--- config.mk ---
export PLATFORM = sky130hd
export DESIGN_NAME = hlc_serial_mul
export DESIGN_NICKNAME = d
export VERILOG_FILES = /design/src/rtl/core/hlc_pkg.sv /design/src/rtl/core/hlc_serial_mul.sv
export SDC_FILE = /design/constraint.sdc
export NUM_CORES = 1
export LEC_CHECK = 0
export ABC_AREA = 1
export BUFFER_PORTS_ARGS = -buffer_cell sky130_fd_sc_hd__buf_2
export CAP_MARGIN = 10
export CORE_MARGIN = 2
export CORE_UTILIZATION = 40
export DETAILED_ROUTE_END_ITERATION = 7
export RECOVER_POWER = 25
export SYNTH_ARGS = -nofsm -noshare
export SYNTH_HDL_FRONTEND = slang
export SYNTH_SLANG_ARGS = --single-unit
export TNS_END_PERCENT = 50
--- constraint.sdc ---
create_clock -name clock -period 8.45 [get_ports clock]
set_input_delay 0.845 -clock clock [delete_from_list [all_inputs] [get_ports clock]]
set_output_delay 0.845 -clock clock [all_outputs]
set_load 0.03 [all_outputs]
--- src/rtl/core/hlc_pkg.sv ---
// ============================================================================
// hlc_pkg: shared constants for the hex lattice competition update
// Kind codes, command codes, register indexes and default lattice size.
// ============================================================================
package hlc_pkg;

   // default lattice size
   localparam int ROWS_DEFAULT    = 64;
   localparam int COLUMNS_DEFAULT = 256;

   // field widths
   localparam int RAND_W = 16;
   localparam int WGT_W  = 16;

   // kind 2 has a fixed weight of 1.0 in Q1.15
   localparam logic [WGT_W-1:0] UNIT_WEIGHT = 16'h8000;

   // cell kinds
   localparam logic [1:0] KIND_NONE     = 2'd0;
   localparam logic [1:0] KIND_RESIDENT = 2'd1;
   localparam logic [1:0] KIND_INVADER  = 2'd2;
   localparam logic [1:0] KIND_MUTANT   = 2'd3;

   // request commands
   localparam logic FUNC_START  = 1'b0;
   localparam logic FUNC_UPDATE = 1'b1;

   // register indexes
   localparam logic [1:0] CSR_WEIGHT_RESIDENT    = 2'd0;
   localparam logic [1:0] CSR_WEIGHT_MUTANT      = 2'd1;
   localparam logic [1:0] CSR_MUTATION_THRESHOLD = 2'd2;

endpackage

--- src/rtl/core/hlc_serial_mul.sv ---
// ============================================================================
// hlc_serial_mul: shift-add multiplier
// Multiplies an A_W-bit value by a 16-bit fraction, one multiplier bit a cycle.
// ============================================================================
module hlc_serial_mul #(
   parameter int A_W = 34
) (
   input  logic                          clock,
   input  logic                          reset,
   input  logic                          start,
   input  logic [A_W-1:0]                a,
   input  logic [hlc_pkg::RAND_W-1:0]    b,
   output logic                          done,
   output logic [A_W+hlc_pkg::RAND_W-1:0] product
);

   localparam int P_W = A_W + hlc_pkg::RAND_W;
   localparam int B_CNT_W = $clog2(hlc_pkg::RAND_W + 1);

   logic [P_W-1:0]             acc_ff;
   logic [P_W-1:0]             a_ff;
   logic [hlc_pkg::RAND_W-1:0] b_ff;
   logic [B_CNT_W-1:0]         bits_ff;
   logic                       busy_ff;
   logic                       done_ff;

   // one partial product per cycle, LSB of b first
   always_ff @(posedge clock) begin
      if (reset) begin
         busy_ff <= 1'b0;
         done_ff <= 1'b0;
         bits_ff <= '0;
      end else begin
         done_ff <= 1'b0;
         if (start) begin
            acc_ff  <= '0;
            a_ff    <= P_W'(a);
            b_ff    <= b;
            bits_ff <= B_CNT_W'(hlc_pkg::RAND_W);
            busy_ff <= 1'b1;
         end else if (busy_ff) begin
            if (b_ff[0]) begin
               acc_ff <= acc_ff + a_ff;
            end
            a_ff    <= a_ff << 1;
            b_ff    <= b_ff >> 1;
            bits_ff <= bits_ff - B_CNT_W'(1);
            if (bits_ff == B_CNT_W'(1)) begin
               busy_ff <= 1'b0;
               done_ff <= 1'b1;
            end
         end
      end
   end

   assign done    = done_ff;
   assign product = acc_ff;

endmodule

==> flow_summary.yaml, run 1 <==
outcome:
  outcome: "complete, but fails checks"
  violations: "max-capacitance violations, max-slew violations"
route:
  drt_iter0_markers: 451
  drc: 0
  ant_nets: 0
  via_per_inst: 4.70
  drt_pass1_iterations: 5
  num_vias: 7879
  routed_wl_mm: 23.8
  wl_per_cell_um: 14.2
global_routing:
  top_usage_layer: "met2"
  antenna_found_initial: 0
  grt_overflow: 0
  grt_pass1_vias: 7602
  grtUsageMet3_pct: 3.88
  grt_pass1_wl_mm: 38.3
  met1_usage_pct: 29.8
  grt_max_degree: 93
  use_met2_pct: 32.4
  gr-usage-all-layers_pct: 20.7
logic_synthesis:
  ys_ff_latch: 123
  synth_compound_area_share_pct: 7.44
  synth_seq_area_share_pct: 40.6
  yosys_warnings: 0
  synth_xor_area_share_pct: 0.490
  syn-num-nets: 1381
  syn_inst: 1276
  synthAdderAreaFrac_pct: 7.37
  synth.distinct_cells: 36
  synth.area.mux_share_pct: 0
  synth_top_family_by_area: "simple AND/OR/NAND/NOR gates"
  syn_avg_cell_area_um2: 7.00
  netlist_area_mm2: 0.00893
  synthSimpleGateAreaFrac_pct: 33.8
timing:
  relSlewSlack_pct: -124
  finalSetupTns_ns: 0
  timing.final.hold_violations: 0
  fin_crit_sh_pct: 52.6
  tightest_slew_ns: 3.36
  setup_viol: 0
  rsz0062_at_grt: "no"
  clock_skew_ns: 0.0140
  finalMaxSlewViolations: 78
  fmax_ghz: 0.225
  period_minus_slack_ns: 4.44
cells_and_area:
  layout_common_cells: "499 x nand2_1, 212 x inv_1, 124 x nor2_1"
  area_growth_pct: 15.2
  layout-drive-gt1-share_pct: 11.6
  final_nets: 1489
  diodes: 0
  final_common_cell: "nand2_1"
  fin_util_pct: 47.0
hold_path:
  whs_path_depth: 2
  whs_endpoint: "bits_ff[4]"
  hold_path_class: "flop to flop"
  hp-start: "bits_ff[4]"
floorplan:
  die_x_um: 153
  ioPinCount: 104
  rows: 54
  core-area_mm2: 0.0219
  die-area_mm2: 0.0235
  start_util_pct: 40.8
  die_h_um: 153
clock_network:
  htree_levels: 4
  post_cts_buffers: 0
  cts_root_buffer: "clkbuf_16"
  clockBufferDepth: 2
  cts_sinks: 123
  post_cts_resize_count: 0
  clk-insertion-delay-late_ns: 0.43
  tritoncts: "done"
  hold_buffers: 0
  numCtsBuffers: 17
  clkTransAtPathRegs_ns: 0.07
worst_setup_path:
  crit_path_end_kind: "flop"
  start_kind: "primary input"
  cp.required_ns: 8.49
  ff2ff_setup_slack_ns: 5.99
  worstSetupPathType: "primary input to flop"
  critPathLaunch: "start"
  r2r_cells: 11
  regToRegStartpoint: "a_ff[22]"
  cp.arrival_ns: 4.49
  critPathMaxFanout: 77
  r2r_end: "product[39]"
place:
  place_hpwl_mm: 18.5
  port_buffers: 103
  place.gp.congestion: 0.904
power_and_ir_drop:
  ir_drop_v: 0.000112
  pwr_density_cell_mw_per_mm2: 191
  p_leak_uw: 0.00519
job:
  maxCapViolCount: 1
==> layout make-up <==
class	instances	area, µm²
Fill cell	2346	11600
Tap cell	280	350
Clock buffer	19	464
Multi-Input combinational cell	908	4400
Clock inverter	13	114
Inverter	227	852
Sequential cell	123	3620
Timing Repair Buffer	107	485
==> flip-flops by register name (all words and copies together), names as in the netlist <==
name,cells
a_ff,50
b_ff,16
bits_ff,5
busy_ff,1
done,1
product,50
==> stage by stage <==
stage / power (µW) / hold slack [ns] / instance area, µm² / cells / setup WS [ns]
after floorplan: 1110 / 0.442 / 8930 / 1276 / 2.24
after global placement: 1250 / 0.463 / 9770 / 1645 / 5.45
after detailed placement: 1250 / 0.469 / 9770 / 1645 / 5.40
after CTS: 1980 / 0.478 / 10300 / 1677 / 5.84
after global routing: 2070 / 0.510 / 10300 / 1677 / 3.49
final: 1960 / 0.475 / 10300 / 1677 / 4.01
==> synthesized netlist by cell type (all sizes together) <==
| library cell | n | area, µm² |
|---|---|---|
| nand2 | 526 | 2050 |
| inv | 224 | 841 |
| nor2 | 142 | 603 |
| edfxtp | 116 | 3480 |
| a21oi | 77 | 385 |
| ha | 51 | 638 |
| nand3 | 38 | 205 |
| o21ai | 26 | 130 |
| clkbuf | 13 | 48.8 |
| nor3 | 13 | 106 |
| o21a | 8 | 60.1 |
| o21bai | 8 | 60.1 |
| dfxtp | 7 | 140 |
| buf | 5 | 21.3 |
| and2 | 3 | 18.8 |
| clkinv | 3 | 11.3 |
| xnor2 | 3 | 26.3 |
| a21boi | 2 | 15.0 |
| nand4 | 2 | 12.5 |
| nor4 | 2 | 12.5 |
| or2 | 2 | 12.5 |
| xor2 | 2 | 17.5 |
| a211oi | 1 | 7.51 |
| a31oi | 1 | 6.26 |
| fa | 1 | 20.0 |
==> critical path, cell delays in order <==
cell	delay, ns
buf_2	0.07
clkbuf_1	2.36
inv_2	0.15
a21oi_4	0.27
buf_4	0.72
==> kinds of logic after synthesis <==
| logic type | count (synthesis) |
|---|---|
| adders and majority gates | 52 |
| buffers and inverters | 245 |
| xor gates and xnor gates | 5 |
| DFF | 123 |
| and+or+nand+nor | 728 |
| AOI/OAI and AO/OA | 123 |
==> layer usage <==
layer  vias to the layer above  wire, µm  part of all wire (%)
met4                         0       253                   1.1
met1                      3486     12000                    50
met2                       175     10300                    43
met3                        16      1290                   5.4
li1                       4202         -                     -
met5                         -         0                     0
==> power breakdown <==
group	internal [µW]	total [µW]	leakage [µW]	switching, µW
Sequential	726	751	0.00118	25.1
Clock	413	727	0.000290	314
Combinational	146	486	0.00372	340
==> worst max-delay path by stage <==
stage | endpoint | slack, ns
global placement | a_ff[34] | 5.45
floorplan | product[0] | 2.24
global route | busy_ff | 3.49
detailed placement | a_ff[34] | 5.40
finish | a_ff[34] | 4.01
CTS | a_ff[34] | 5.84
No activity file was read; power rests on OpenSTA's default activity.
==> run 2, diff against run 1 <==
clock period = 3.6 ns   (was 8.45 ns; I/O delays follow)
==> flow_summary.yaml, run 2 (synthesis results as in run 1) <==
worst_setup_path:
  r2r_end: "product[48]"
  worstSetupPathType: "flop to flop"
  ff2ff_setup_slack_ns: 1.19
  cp.arrival_ns: 2.59
  regToRegStartpoint: "a_ff[0]"
  cp.required_ns: 3.78
  start_kind: "flop"
  r2r_cells: 15
  critPathMaxFanout: 5
  crit_path_end_kind: "flop"
floorplan:
  ioPinCount: 104
  die-area_mm2: 0.0235
  die_x_um: 153
  start_util_pct: 40.8
  core-area_mm2: 0.0219
  die_h_um: 153
  rows: 54
cells_and_area:
  final_nets: 1490
  final_common_cell: "nand2_1"
  layout-drive-gt1-share_pct: 14.2
  regArea_mm2: 0.00362
  multi_input_area_mm2: 0.00440
  fill_cells: 2331
  fin_util_pct: 47.3
  diodes: 0
  area_growth_pct: 16.1
  layout_common_cells: "499 x nand2_1, 213 x inv_1, 124 x nor2_1"
timing:
  tightest_slew_ns: 1.96
  setup_viol: 0
  period_minus_slack_ns: 2.41
  finalMaxSlewViolations: 169
  timing.final.hold_violations: 0
  fmax_ghz: 0.415
  clock_skew_ns: 0.0100
  fin_crit_sh_pct: 67.0
  relSlewSlack_pct: -30.9
  finalSetupTns_ns: 0
  rsz0062_at_grt: "no"
route:
  drt_pass1_iterations: 5
  routed_wl_mm: 25.3
  wl_per_cell_um: 15.1
  ant_nets: 0
  drc: 0
  via_per_inst: 4.80
  drt_iter0_markers: 531
  num_vias: 8051
global_routing:
  gr-usage-all-layers_pct: 21.9
  antenna_found_initial: 0
  grt_max_degree: 93
  grt_pass1_wl_mm: 40.6
  grt_pass1_vias: 7742
  grt_overflow: 0
power_and_ir_drop:
  ir_drop_v: 0.000266
  pwr_density_cell_mw_per_mm2: 453
  p_leak_uw: 0.00532
outcome:
  outcome: "complete, but fails checks"
  violations: "max-capacitance violations, max-slew violations"
clock_network:
  post_cts_resize_count: 0
  clk-insertion-delay-late_ns: 0.43
  clockBufferDepth: 2
  clkTransAtPathRegs_ns: 0.06
  tritoncts: "done"
  cts_sinks: 123
  hold_buffers: 0
  htree_levels: 4
  cts_root_buffer: "clkbuf_16"
  post_cts_buffers: 0
  numCtsBuffers: 17
place:
  port_buffers: 103
  place_hpwl_mm: 19.2
  place.gp.congestion: 0.942
hold_path:
  whs_endpoint: "bits_ff[4]"
  hold_path_class: "primary input to flop"
  hp-start: "reset"
  whs_path_depth: 2
job:
  maxCapViolCount: 2
## run 2: cell count changes in the layout (fill, tap and decap cells not counted)
cell	previous run	this run
clkbuf_8	1	4
clkbuf_16	18	20
clkbuf_2	0	2
inv_6	8	1
clkinv_2	0	1
inv_1	212	213
inv_2	12	11
inv_8	2	0
buf_2	58	95
inv_4	2	3
clkbuf_1	46	10
## run 2: worst max-delay path: stages (launching register included)
cell and delay, ns:
edfxtp_1 0.36, ha_1 0.22, inv_1 0.07, fa_1 0.41, inv_1 0.10, nand3_1 0.07
nand3_1 0.17, nand2_1 0.09, nand2_2 0.11, nand2_1 0.07, nand2_2 0.15, nand2_1 0.08
nand3_1 0.10, nand2_1 0.05, nand2_1 0.05, nor2_1 0.06
## run 2: how the worst max path moves through the flow
stage | from | to | slack [ns] | depth (start not counted)
finish | a_ff[0] | product[48] | 1.19 | 15
global route | product[0] | product[32] | 0.90 | 15
floorplan | start | product[0] | 0.09 | 4
global placement | a_ff[0] | product[48] | 1.26 | 15
CTS | product[0] | product[48] | 1.21 | 15
detailed placement | a_ff[0] | product[48] | 1.22 | 15
## run 2: final cells by class
class | count | share of cell area (%)
timing repair buffer | 108 | 5.19
multi-input combinational | 908 | 42.4
clock inverter | 6 | 0.398
inverter | 227 | 8.22
sequential | 123 | 35.0
tap | 280 | 3.38
clock buffer | 26 | 5.43
## run 2: stage by stage
| step | hold WS, ns | instances | cell area, µm² | power (µW) | setup slack, ns |
|---|---|---|---|---|---|
| final | 0.149 | 1678 | 10400 | 4700 | 1.19 |
| after global routing | 0.147 | 1678 | 10400 | 4950 | 0.898 |
| after CTS | 0.137 | 1678 | 10400 | 4730 | 1.21 |
| after detailed placement | 0.464 | 1646 | 9780 | 2950 | 1.22 |
| after global placement | 0.463 | 1646 | 9780 | 2940 | 1.26 |
| after floorplan | 0.429 | 1276 | 8940 | 2600 | 0.0939 |
## run 2: metal layers
layer	track usage (%)	vias to the layer above	routed length, µm
met5	0	-	0
met4	5.07	0	242
met3	4.31	18	1650
met2	34.8	222	11300
met1	31.0	3617	12100
li1	-	4194	-
## run 2: where the power goes
part / total, µW / internal, µW / switching, µW
Sequential: 1760 / 1700 / 58.4
Clock: 1770 / 1080 / 685
Combinational: 1170 / 353 / 816
Total: 4700 / 3140 / 1560
==> run 3, diff against run 2 <==
clock period = 2.2 ns   (was 3.6 ns; I/O delays follow)
==> flow_summary.yaml, run 3 (synthesis results as in run 1) <==
global_routing:
  grt_max_degree: 93
  grt_overflow: 0
  antenna_found_initial: 0
  grt_pass1_vias: 8153
  gr-usage-all-layers_pct: 22.8
  grt_pass1_wl_mm: 42.0
worst_setup_path:
  slowest_delay_ns: 0.39
  crit_slowest_cell: "fa_2"
  path_cells: "ha_2, inv_2, fa_2, inv_2, nand4_1, nand2_2, nand2_2, nand2_4, nand2_4, nand2_4, nand2_4, a21oi_2, nor2_1"
  crit_path_end_kind: "flop"
  start_kind: "flop"
  worstSetupPathType: "flop to flop"
  cp_top_family: "simple AND/OR/NAND/NOR gates"
  cp.arrival_ns: 2.37
  path_buf_inv: 2
  cp.required_ns: 2.38
  path_common_cell: "nand2_4"
  critPathMaxFanout: 4
place:
  dp_cells: 1708
  place_hpwl_mm: 19.9
  preCtsSetupSlack_ns: -0.158
  port_buffers: 103
  place.gp.congestion: 0.953
floorplan:
  ioPinCount: 104
  die-area_mm2: 0.0235
  rows: 54
  core-area_mm2: 0.0219
  die_h_um: 153
  die_x_um: 153
  start_util_pct: 40.8
timing:
  tightest_slew_ns: 1.56
  fmax_ghz: 0.456
  fin_crit_sh_pct: 99.7
  setup_viol: 0
  period_minus_slack_ns: 2.19
  relSlewSlack_pct: -3.69
  timing.final.hold_violations: 0
  hold_slack_ns: 0.0506
  finalMaxSlewViolations: 76
  rsz0062_at_grt: "yes"
  setup_slack_ns: 0.00628
  clock_skew_ns: 0.0110
power_and_ir_drop:
  p_leak_uw: 0.00582
  pwr_density_cell_mw_per_mm2: 693
  ir_drop_v: 0.000490
route:
  drt_iter0_markers: 547
  drc: 0
  via_per_inst: 4.78
  drt_pass1_iterations: 5
  wl_per_cell_um: 15.3
  ant_nets: 0
  num_vias: 8419
  routed_wl_mm: 27.0
outcome:
  violations: "max-capacitance violations, max-slew violations"
  outcome: "complete, but fails checks"
cells_and_area:
  diodes: 0
  layout-drive-gt1-share_pct: 28.0
  fin_cells: 1760
  layout_common_cells: "465 x nand2_1, 206 x inv_1, 116 x edfxtp_1"
  final_nets: 1572
  area_growth_pct: 32.6
  final_common_cell: "nand2_1"
clock_network:
  clkTransAtPathRegs_ns: 0.06
  cts_root_buffer: "clkbuf_16"
  clk-insertion-delay-late_ns: 0.43
  numCtsBuffers: 17
  cts_sinks: 123
  htree_levels: 4
  clockBufferDepth: 2
  tritoncts: "done"
job:
  maxCapViolCount: 1
hold_path:
  hold_path_class: "primary input to flop"
-- run 3: path summary, 6_finish.rpt --
path / startpoint / to / slack, ns / depth (start not counted)
worst max register to register: product[0] / product[34] / 0.006 / 13
worst min-delay path: b[15] / b_ff[15] / 0.05 / 3
worst max-delay path: product[0] / product[34] / 0.006 / 13
worst min register to register: bits_ff[4] / bits_ff[4] / 0.48 / 2
-- run 3: layout make-up --
| type | instances | area (µm²) |
|---|---|---|
| Fill cell | 2170 | 10100 |
| Multi-Input combinational cell | 908 | 5230 |
| Sequential cell | 123 | 3620 |
| Timing Repair Buffer | 190 | 1200 |
| Inverter | 227 | 852 |
| Clock buffer | 19 | 475 |
| Tap cell | 280 | 350 |
| Clock inverter | 13 | 113 |
-- run 3: worst reg2reg max path: stages, from the launching register on --
cell	delay, ns
edfxtp_1	0.37
ha_2	0.21
inv_2	0.05
fa_2	0.39
inv_2	0.07
nand4_1	0.08
nand2_2	0.18
nand2_2	0.10
nand2_4	0.12
nand2_4	0.07
nand2_4	0.09
nand2_4	0.05
a21oi_2	0.13
nor2_1	0.04
-- run 3: where the power goes --
| group | leakage [µW] | internal, µW | switching (µW) |
|---|---|---|---|
| Sequential | 0.00118 | 2790 | 136 |
| Clock | 0.000295 | 1620 | 1230 |
| Combinational | 0.00435 | 925 | 1490 |
-- run 3: through the flow --
stage                     setup TNS [ns]  total power (µW)  area [µm²]  util, %
after detailed placement          -0.673              5010       10300     46.9
after CTS                        -0.0245              7910       11000     50.1
after global routing              -0.624              8640       11800     54.1
final                                  0              8200       11800     54.1
after global placement            -0.575              4990       10300     46.9
after floorplan                   -54.81              4260        8950        -
-- run 3: what timing repair did --
| item | CTS | global route |
|---|---|---|
| cloned | 0 | 0 |
| hold endpoints to repair | 1 | 0 |
| endpoints found under the setup margin | 15 | 37 |
| buffers inserted | 3 | 17 |
| hold buffers | 1 | 0 |
| resized for setup | 16 | 144 |
| pin swaps | 2 | 31 |
-- run 3: layer usage --
| metal | share of wire (%) | global-route usage (%) | routed length [µm] |
|---|---|---|---|
| met5 | 0 | 0 | 0 |
| met3 | 4.6 | 4.14 | 1250 |
| met2 | 45 | 34.9 | 12100 |
| met1 | 48 | 32.5 | 13000 |
| met4 | 2.3 | 7.65 | 610 |
